==> config.mk <==
export PLATFORM = sky130hd
export DESIGN_NAME = omni3_wfk_cfg
export DESIGN_NICKNAME = d
export VERILOG_FILES = /design/src/hw/rtl/omni3_wfk_pkg.sv /design/src/hw/rtl/omni3_wfk_cfg.sv
export SDC_FILE = /design/constraint.sdc
export NUM_CORES = 1
export LEC_CHECK = 0
export BUFFER_PORTS_ARGS = -buffer_cell sky130_fd_sc_hd__buf_2
export CAP_MARGIN = 20
export CORE_UTILIZATION = 42
export DETAILED_ROUTE_END_ITERATION = 8
export GPL_TIMING_DRIVEN = 0
export PLACE_DENSITY_LB_ADDON = 0.2
export SLEW_MARGIN = 10
export SYNTH_ARGS = -nofsm -noshare
export SYNTH_HDL_FRONTEND = slang
export SYNTH_SLANG_ARGS = --single-unit
export TNS_END_PERCENT = 5
==> constraint.sdc <==
create_clock -name i_clk -period 1.25 [get_ports i_clk]
set_clock_uncertainty 0.15 [all_clocks]
set_input_delay 0 -clock i_clk [delete_from_list [all_inputs] [get_ports i_clk]]
set_output_delay 0 -clock i_clk [all_outputs]
set_load 0.005 [all_outputs]
==> src/hw/rtl/omni3_wfk_pkg.sv <==
// Shared widths, angle constants and the quarter-wave sine ROM of the omni kinematics block.
`default_nettype none

package omni3_wfk_pkg;

    localparam int FRACTION_BITS   = 16;
    localparam int SINE_TABLE_BITS = 10;

    localparam int DATA_W    = 32;
    localparam int HEAD_W    = 16;
    localparam int ADDR_W    = 3;
    localparam int PIPE_DEPTH = 7;

    localparam int QUARTER_ENTRIES = (1 << SINE_TABLE_BITS) + 1;
    localparam int SINE_W    = FRACTION_BITS + 1;
    localparam int COEF_W    = FRACTION_BITS + 2;
    localparam int NUM_COEFS = 6;
    localparam int SPIN_W    = 2 * DATA_W;
    localparam int PROD_W    = COEF_W + DATA_W;
    localparam int TSUM_W    = FRACTION_BITS + 35;
    localparam int WIDE_W    = 65 - FRACTION_BITS;
    localparam int RPM_W     = 65;

    localparam logic [HEAD_W-1:0] QUARTER_TURN  = 16'd16384;
    localparam logic [HEAD_W-1:0] OFFSET_30_DEG = 16'd5461;
    localparam logic [HEAD_W-1:0] OFFSET_60_DEG = 16'd10923;

    localparam logic [DATA_W-1:0] UNITY = DATA_W'(64'd1 << FRACTION_BITS);
    localparam logic signed [DATA_W-1:0] SAT_MAX = 32'sh7FFF_FFFF;
    localparam logic signed [DATA_W-1:0] SAT_MIN = 32'sh8000_0000;

    typedef logic signed [COEF_W-1:0] t_coef;
    typedef logic [SINE_W-1:0] t_sine_rom [QUARTER_ENTRIES];

    localparam logic [63:0] HALF_PI_Q30 = 64'd1686629713;
    localparam logic signed [63:0] ONE_Q30 = 64'sd1 << 30;
    localparam logic signed [63:0] ROUND_Q30 = 64'sd1 << (29 - FRACTION_BITS);

    function automatic t_sine_rom build_sine_rom();
        t_sine_rom rom;
        logic [63:0] x;
        logic [63:0] x2;
        logic [63:0] term;
        logic signed [63:0] sum;
        for (int k = 0; k < QUARTER_ENTRIES; k++) begin
            x    = (64'(k) * HALF_PI_Q30) >> SINE_TABLE_BITS;
            x2   = (x * x) >> 30;
            term = x;
            sum  = $signed(x);
            term = ((term * x2) >> 30) / 64'd6;
            sum  = sum - $signed(term);
            term = ((term * x2) >> 30) / 64'd20;
            sum  = sum + $signed(term);
            term = ((term * x2) >> 30) / 64'd42;
            sum  = sum - $signed(term);
            term = ((term * x2) >> 30) / 64'd72;
            sum  = sum + $signed(term);
            term = ((term * x2) >> 30) / 64'd110;
            sum  = sum - $signed(term);
            term = ((term * x2) >> 30) / 64'd156;
            sum  = sum + $signed(term);
            term = ((term * x2) >> 30) / 64'd210;
            sum  = sum - $signed(term);
            term = ((term * x2) >> 30) / 64'd272;
            sum  = sum + $signed(term);
            if (sum < 0) begin
                sum = 64'sd0;
            end
            if (sum > ONE_Q30) begin
                sum = ONE_Q30;
            end
            rom[k] = SINE_W'((sum + ROUND_Q30) >>> (30 - FRACTION_BITS));
        end
        return rom;
    endfunction

    localparam t_sine_rom SINE_ROM = build_sine_rom();

endpackage

`default_nettype wire

==> src/hw/rtl/omni3_wfk_cfg.sv <==
// APB register block holding the arm length and speed-to-rpm factors.
`default_nettype none

module omni3_wfk_cfg
    import omni3_wfk_pkg::*;
(
    input  logic              i_clk,
    input  logic              i_rst_n,
    input  logic              psel,
    input  logic              penable,
    input  logic              pwrite,
    input  logic [ADDR_W-1:0] paddr,
    input  logic [DATA_W-1:0] pwdata,
    output logic [DATA_W-1:0] prdata,
    output logic              pready,
    output logic [DATA_W-1:0] o_arm_length,
    output logic [DATA_W-1:0] o_speed_to_rpm
);

    localparam logic REG_ARM_LENGTH   = 1'b0;
    localparam logic REG_SPEED_TO_RPM = 1'b1;

    logic [DATA_W-1:0] r_arm_length;
    logic [DATA_W-1:0] r_speed_to_rpm;
    logic              wr_en;

    assign pready = 1'b1;
    assign wr_en  = psel & penable & pwrite;

    always_ff @(posedge i_clk) begin
        if (!i_rst_n) begin
            r_arm_length   <= UNITY;
            r_speed_to_rpm <= UNITY;
        end else if (wr_en) begin
            case (paddr[2])
                REG_ARM_LENGTH:   r_arm_length   <= pwdata;
                REG_SPEED_TO_RPM: r_speed_to_rpm <= pwdata;
                default:          r_arm_length   <= r_arm_length;
            endcase
        end
    end

    always_comb begin
        case (paddr[2])
            REG_ARM_LENGTH:   prdata = r_arm_length;
            REG_SPEED_TO_RPM: prdata = r_speed_to_rpm;
            default:          prdata = '0;
        endcase
    end

    assign o_arm_length   = r_arm_length;
    assign o_speed_to_rpm = r_speed_to_rpm;

endmodule

`default_nettype wire

# Word-level counts from Yosys, hierarchy flattened
# Index checks and enable logic that the tools add are counted.
dict set report classes {
  n_mux 1
  bitwise_logic 3
  reduce_logical 2
}
# op count
set op_table {}
lappend op_table {{$pmux 32 s2} 1}
lappend op_table {{$reduce_and 2->1} 2}
lappend op_table {{$and 1x1->1} 2}
lappend op_table {{$not 1->1} 1}
dict set report totals {
  register_bits 64
  input_bits 40
  out_inout_bits 97
}

# Logic depth before layout (Yosys ltp)
# Gate-level depths: netlist of the first run.
dict set report depth {
  depth_word 3
  ltp_mapped 5
}

# Worst setup path before layout of the first run
# No wires, ideal clock.
dict set report synth_path {
  path_type {input port to flip-flop}
  from {input paddr[2]}
  to {register r_arm_length[0], in the netlist o_arm_length[0]}
  arrival_time_ns 0.788
  required_ns 1.028
  slack_ns 0.240
  path_stages 5
  path_buffers 3
  path_cell_list {buf_6 -> and4b_1 -> buf_6 -> buf_6 -> mux2i_1}
}
dict set report synth_between {
  elab_chain_len 2
}
# element line
set synth_lines {}
lappend synth_lines {{start, declared} omni3_wfk_cfg.sv:12} ;# input logic [ADDR_W-1:0] paddr,
lappend synth_lines {{$not 1->1 (no source line)} -}
lappend synth_lines {{$reduce_and 2->1 (no source line)} -}
lappend synth_lines {{end signal, assigned} omni3_wfk_cfg.sv:36} ;# REG_ARM_LENGTH: r_arm_length <= pwdata;
lappend synth_lines {{end signal, assigned} omni3_wfk_cfg.sv:38} ;# default: r_arm_length <= r_arm_length;
lappend synth_lines {{end, declared} omni3_wfk_cfg.sv:23} ;# logic [DATA_W-1:0] r_arm_length;
# Every way passes these cells.
# A chain may end at the register's enable or synchronous reset.

# Worst setup path in the final report of the first run
dict set report layout_path {
  from {register r_speed_to_rpm[31], in the netlist o_speed_to_rpm[31]}
  to {output prdata[31]}
}
dict set report layout_between {
  elab_chain_len 1
}
# element line
set layout_lines {}
lappend layout_lines {{start, declared} omni3_wfk_cfg.sv:24} ;# logic [DATA_W-1:0] r_speed_to_rpm;
lappend layout_lines {{start signal, assigned} omni3_wfk_cfg.sv:37} ;# REG_SPEED_TO_RPM: r_speed_to_rpm <= pwdata;
lappend layout_lines {{$pmux 32 s2} omni3_wfk_cfg.sv:44} ;# case (paddr[2])
lappend layout_lines {{end, declared} omni3_wfk_cfg.sv:14} ;# output logic [DATA_W-1:0] prdata,
# Every way passes these cells.

==> metrics.md, run 1 <==
| Metric | Value |
|---|---|
| Setup Fix Bufs, Post-CTS | 0 |
| Maximum clock path buffer count | 2 |
| First-pass GRT wire length | 12.1 mm |
| P_sw | 1.01 mW |
| Clk pwr share | between 40 and 50% |
| Status | complete, but fails checks |
| Post-DRT Antenna Nets | 0 |
| Yosys cell types | 12 |
| Num CTS Buffers | 9 |
| Int Pwr | about 3.4 mW |
| Sequential share of power | ~48% |
| Root buffer cell | clkbuf_8 |
| Cell accounting for the most synthesized area | dfxtp_1 |
| Comb pwr share | 11.0% |
| Power per cell area | 1070 nW/um2 |
| Seq/Total Area, Yosys | 45.5% |
| FF-to-FF End | o_speed_to_rpm[16] |
| Post-DP HPWL | 5.08 mm |
| Worst VDD drop | 0.678 mV |
| RePlAce Congestion | 0.734 |
| Max-slew violation count | 0 |
| Synthesized net count | 322 |
| Worst Reg-to-Reg Cells | 2 |
| Most frequent cell after synthesis | nand2_1 |
| Top post-synthesis cells by area | dfxtp_1 (45%), mux2i_1 (23%), mux2_2 (13%), nand2_1 (12%), buf_6 (2.0%) |
| Net Sw Frac | 23.0% |
| Routed vias/inst | 4.88 |
| EDFF count, synth | 0 |
| Fin Setup TNS | 0 ps |
| Share of layout cells above drive strength 1 | 42.6% |
| CP Launch Type | register |
| Total GRT Usage | 21.8% |
| # setup viols final | 0 |
| CTS clk-pin slew, worst paths | about 70 ps |
| Die span in x | 83.9 um |
| Clock tree sinks | 64 |
| Worst EP arrival | 1060 ps |
| Async set or reset register ratio after synthesis | 0% |
| Ys Warns | 0 |
| HP Class | input port to register |
| Final Hold Viols | 0 |
| Synthesized instance count | 282 |
| Hold Path Cell Cnt | 4 |
| Total Wirelength | 7.43 mm |
| Area fraction of the dominant cell type after synthesis | 45.5% |
| Die area | 7040 um2 |
| Vias in the first global route | 2590 |
| Post-route DRC | 16 |
| Total congestion overflow | 0 |
| DR pass1 iterations | 6 |
| Syn_area_per_cell | around 10 um2 |
| I/O pin total | 137 |
| Final worst path period need | roughly 1200 ps |
| Max frequency | a little over 800 MHz |
| Tcrit/Tclk final | 96.7% |
| Max-slew headroom | 63.8% |
| Total of max-cap violations | 0 |
| Synth Flop Type | dfxtp_1 |
| R2r setup slk | 430 ps |
| Final #Nets | 497 |
| Worst slew pin tran | roughly 540 ps |
| Antenna violations before repair | 0 |
| Largest net degree at the start of global routing | 11 |
| I/O Buffers | between 100 and 150 |
| Worst hold path startpoint | i_rst_n |
| Failing checks | design-rule violations |
| 1st-iter DRT viols | 78 |
| Initial core utilization | 43.9% |
| TritonCTS clock tree | done |
| Crit Path Category | register to output port |
| Core ar. | 6420 um2 |
| Max FO, Critical Path | 3 |
| Top cells by instance count after synthesis | nand2_1 (93), dfxtp_1 (64), mux2i_1 (64) |
| RSZ-0062 raised after global routing | no |
| DR WL/cell | 13.8 um |
| Crit path required time | between 1000 and 1500 ps |
| H-tree lvl count | 3 |
| Antenna cells | 0 |
| Synth Cell Area | 2820 um2 |
| Via count | between 2000 and 3000 |
| Worst r2r src | o_speed_to_rpm[16] |
| Hold EP | o_speed_to_rpm[25] |
| Skew-Pair Late Insertion Delay | 330 ps |
| FP Rows | 29 |
| Die Y | 83.9 um |
| Total power | 4.38 mW |
| Seq cells post-synth | 64 |
| Layout area overhead | 45.8% |
| Crit. End Element | output port |
| Pleak | about 2.2 nW |
| Filler cells | 548 |
## placed cells by master (no fill, tap or decap)
cell type | Yosys | final
buf_2 | 9 | 139
nand2_1 | 93 | 93
mux2i_1 | 64 | 64
dfxtp_1 | 64 | 61
dlygate4sd3_1 | 0 | 33
mux2_2 | 32 | 32
clkbuf_8 | 0 | 11
clkbuf_1 | 7 | 9
buf_6 | 5 | 6
nor2b_1 | 3 | 3
dfxtp_2 | 0 | 3
buf_4 | 2 | 2
clkinv_2 | 0 | 2
and4b_1 | 1 | 1
nand4_2 | 1 | 1
conb_1 | 1 | 1
bufinv_16 | 0 | 1
## metrics by stage
| stage | instance area (um2) | hold slack (ps) | instances | setup slack [ps] | utilization, % |
|---|---|---|---|---|---|
| 6_report | 4110 | 10.9 | 539 | 41.3 | 64.0 |
| 4_1_cts | 4100 | 2.13 | 539 | 30.4 | 63.8 |
| 3_3_place_gp | 3570 | 115 | 490 | 44.8 | 55.6 |
| 5_1_grt | 4110 | 22.9 | 539 | 2.06 | 64.0 |
| 3_5_place_dp | 3570 | 126 | 490 | 5.68 | 55.6 |
| 2_1_floorplan | 2820 | 11.5 | 282 | 240 | - |
## cell type report
type / count / area [um2] / share of cell area [%]
plain buffers: 23 / 143 / 3.47
clock inverters: 3 / 40.0 / 0.974
multi-input cells: 195 / 1400 / 33.9
repair buffers: 164 / 992 / 24.1
well taps: 77 / 96.3 / 2.34
flip-flops and latches: 64 / 1280 / 31.3
clock buffers: 13 / 159 / 3.87
## critical path, stage by stage, from the launching register on
cell and delay, ps:
dfxtp_2 330, mux2_2 270, buf_6 120
## what timing repair did
| item | 4_1_cts | 5_1_grt |
|---|---|---|
| hold buffers | 33 | 0 |
| endpoints found under the setup margin | 0 | 3 |
| hold endpoints to repair | 64 | 0 |
| resized for setup | 0 | 4 |
## logic make-up (layout without fill, tap and decap cells)
kind of cell	Yosys count	in the layout	share of synthesized area (%)
and+or+nand+nor	98	98	13.8
buffers and inverters	23	203	5.06
muxes	96	96	35.5
other	1	1	0.133
DFF	64	64	45.5
## power groups by stage
stage | Clock (mW) | Combinational, mW | Sequential (mW)
finish | 1.78 | 0.483 | 2.12
global route | 1.91 | 0.526 | 2.12
CTS | 1.82 | 0.483 | 2.12
detailed placement | 0 | 0.403 | 2.16
global placement | 0 | 0.400 | 2.16
floorplan | 0 | 0.223 | 2.16
## worst max-delay path by stage
stage	from	end
2_1_floorplan	paddr[2]	o_arm_length[0]
3_3_place_gp	i_rst_n	o_arm_length[9]
3_5_place_dp	i_rst_n	o_arm_length[10]
4_1_cts	o_arm_length[26]	prdata[26]
5_1_grt	o_speed_to_rpm[31]	prdata[31]
6_report	o_speed_to_rpm[31]	prdata[31]
## flip-flops by register name (all words and copies together), names as in the netlist
register,flops
o_arm_length,32
o_speed_to_rpm,32
## layer usage
metal | vias to the layer above | global-route usage, % | part of all wire, %
met5 | - | 0 | 0
li1 | 1290 | - | -
met3 | 13 | 4.15 | 5.1
met1 | 1230 | 26.1 | 45
met4 | 0 | 10.0 | 1.9
met2 | 97 | 37.6 | 48
Note: power is estimated with default switching activity, not from simulation.
==> run 2, diff against run 1 <==
CORE_ASPECT_RATIO = 1.25   (was not set)
CORE_UTILIZATION = 34   (was 42)
==> run 2 against run 1 <==
Total power fell by 2.6%. The flow now finishes without violations. Routed wire length rose by 3.8%. Sequential share of layout area barely moved. Critical path type unchanged. Via count fell by 0.46%. Combinational power barely moved. Sequential power barely moved. Critical endpoint is now prdata[11]. Register-to-register slack barely moved.
==> metrics.md, run 2 (synthesis results as in run 1) <==
| Metric | Value |
|---|---|
| Seq. cell area | 1280 um2 (about the same) |
| Crit Path Category | register to output port (unchanged) |
| Worst r2r src | o_arm_length[10] (was o_speed_to_rpm[16]) |
| Post-DRT Antenna Nets | 0 (unchanged) |
| Max-slew headroom | 60.9% (was 63.8%) |
| FF-to-FF End | o_arm_length[10] (was o_speed_to_rpm[16]) |
| DR WL/cell | 13.9 um (was 13.8 um) |
| Largest net degree at the start of global routing | 11 (unchanged) |
| Crit. End Element | output port (unchanged) |
| Root buffer cell | clkbuf_8 (unchanged) |
| Final Hold Viols | 0 (unchanged) |
| Worst EP arrival | 1050 ps (was 1060 ps) |
| Post-DP HPWL | 5.33 mm (was 5.08 mm) |
| Dpl ws | -38.1 ps (was 5.68 ps) |
| Filler cells | 757 (was 548) |
| Post-route DRC | 0 (was 16) |
| Num CTS Buffers | 9 (unchanged) |
| HP Class | input port to register (unchanged) |
| TritonCTS clock tree | done (unchanged) |
| Max FO, Critical Path | 3 (unchanged) |
| Slowest cell delay on critical path | 330 ps (about the same) |
| RePlAce Congestion | 0.749 (was 0.734) |
| Antenna cells | 0 (unchanged) |
| CP Launch Type | register (unchanged) |
| Skew-Pair Late Insertion Delay | 330 ps (about the same) |
| Int Pwr | 3.26 mW (was 3.37 mW) |
| Status | complete, no violations (was complete, but fails checks) |
| Net Sw Frac | 23.6% (was 23.0%) |
| Setup Fix Bufs, Post-CTS | 0 (unchanged) |
| RSZ-0062 raised after global routing | no (unchanged) |
| Crit path required time | 1100 ps (about the same) |
| H-tree lvl count | 3 (unchanged) |
| Worst slew pin tran | 587 ps (was 544 ps) |
| Max frequency | 831 MHz (was 827 MHz) |
| Vias in the first global route | 2578 (was 2590) |
| CP max stage cell | dfxtp_1 (was dfxtp_2) |
| Die Y | 104 um (was 83.9 um) |
| CTS clk-pin slew, worst paths | 70 ps (about the same) |
| Total Wirelength | 7.72 mm (was 7.43 mm) |
| Final worst slack | 46.2 ps (was 41.3 ps) |
| Clk pwr share | 39.0% (was 40.6%) |
| Max-slew violation count | 0 (unchanged) |
| Commonest non-fill, non-tap cells in the layout | buf_2 (140), nand2_1 (93), mux2i_1 (64) (was buf_2 (139), nand2_1 (93), mux2i_1 (64)) |
| Total congestion overflow | 0 (unchanged) |
| Critical Path Sink | prdata[11] (was prdata[31]) |
| Pleak | 2.17 nW (was 2.18 nW) |
| Worst VDD drop | 0.631 mV (was 0.678 mV) |
| Commonest non-fill, non-tap cell in the layout | buf_2 (unchanged) |
| I/O pin total | 137 (unchanged) |
| # setup viols final | 0 (unchanged) |
| Final worst path period need | 1200 ps (was 1210 ps) |
| Share of layout cells above drive strength 1 | 42.2% (was 42.6%) |
| Critical-path cell list | mux2_2 -> buf_2 (was mux2_2 -> buf_6) |
| 1st-iter DRT viols | 82 (was 78) |
| Core ar. | 7930 um2 (was 6420 um2) |
| CP Launch Point | o_arm_length[11] (was o_speed_to_rpm[31]) |
| Total of max-cap violations | 0 (unchanged) |
| Hold Slack | 19.0 ps (was 10.9 ps) |
| Worst Reg-to-Reg Cells | 2 (unchanged) |
| Power per cell area | 1040 nW/um2 (was 1070 nW/um2) |
| Multi-input gate area | 1400 um2 (unchanged) |
| DR pass1 iterations | 4 (was 6) |
| Routed vias/inst | 4.70 (was 4.88) |
| Comb pwr share | 11.3% (was 11.0%) |
| Antenna violations before repair | 0 (unchanged) |
| Total GRT Usage | 18.0% (was 21.8%) |
| R2r setup slk | 440 ps (was 430 ps) |
| Tcrit/Tclk final | 96.3% (was 96.7%) |
| Die area | 8660 um2 (was 7040 um2) |
| Final non-filler cell total | 557 (was 539) |
| Via count | 2618 (was 2630) |
| Final #Nets | 497 (unchanged) |
| Placed cell count | 508 (was 490) |
| P_sw | 1.00 mW (was 1.01 mW) |
| Die span in x | 83.4 um (was 83.9 um) |
| I/O Buffers | 131 (unchanged) |
| Initial core utilization | 35.6% (was 43.9%) |
| FP Rows | 36 (was 29) |
| First-pass GRT wire length | 12.4 mm (was 12.1 mm) |
| Maximum clock path buffer count | 2 (unchanged) |
| Sequential share of power | 49.7% (was 48.4%) |
| Layout area overhead | 45.7% (was 45.8%) |
| Clock tree sinks | 64 (unchanged) |
run 2: power by group through the flow:
stage          logic [mW]  clock network, mW  registers (mW)
6_report            0.483               1.66            2.12
5_1_grt             0.530               1.82            2.12
4_1_cts             0.490               1.72            2.12
3_5_place_dp        0.410                  0            2.16
3_3_place_gp        0.406                  0            2.16
2_1_floorplan       0.223                  0            2.16
run 2: worst min-delay path by stage:
stage	startpoint	to	slack, ps	cells past startpoint
final	i_rst_n	o_speed_to_rpm[26]	20	4
after CTS	i_rst_n	o_speed_to_rpm[26]	9	4
after global routing	i_rst_n	o_arm_length[25]	30	4
after floorplan	pwdata[0]	o_speed_to_rpm[0]	10	2
after detailed placement	pwdata[16]	o_speed_to_rpm[16]	130	3
after global placement	pwdata[22]	o_speed_to_rpm[22]	120	3
run 2: final cells by class:
cell class              count  area share (%)
plain buffers              23            3.47
clock buffers              12            3.29
clock inverters             4            1.10
multi-input cells         195            34.0
flip-flops and latches     64            31.3
well taps                  95            2.89
repair buffers            164            24.0
run 2: timing repair:
item / in CTS / in global routing
endpoints found under the setup margin: 0 / 2
endpoints found under the hold margin: 64 / 0
hold buffers: 33 / 0
gates resized for setup: 0 / 2
run 2: critical path, delay by kind of cell (launching register included):
family,cells,cell delay [ps]
flip-flops,1,330
multiplexers,1,260
buffers and inverters,1,130
run 2: stage by stage:
step	power, mW	TNS [ps]	instance area [um2]	utilization (%)
3_5_place_dp	2.57	-249	3590	45.3
2_1_floorplan	2.39	0	2820	-
4_1_cts	4.33	0	4100	51.8
3_3_place_gp	2.57	0	3590	45.3
6_report	4.26	0	4110	51.8
5_1_grt	4.47	0	4110	51.8
run 2: layer usage:
| metal | vias to the layer above | track usage, % | share of wire [%] |
|---|---|---|---|
| met5 | - | 0 | 0 |
| met4 | 0 | 8.11 | 1.7 |
| met3 | 11 | 3.35 | 4.2 |
| met2 | 78 | 31.7 | 52 |
| met1 | 1241 | 21.0 | 42 |
| li1 | 1288 | - | - |
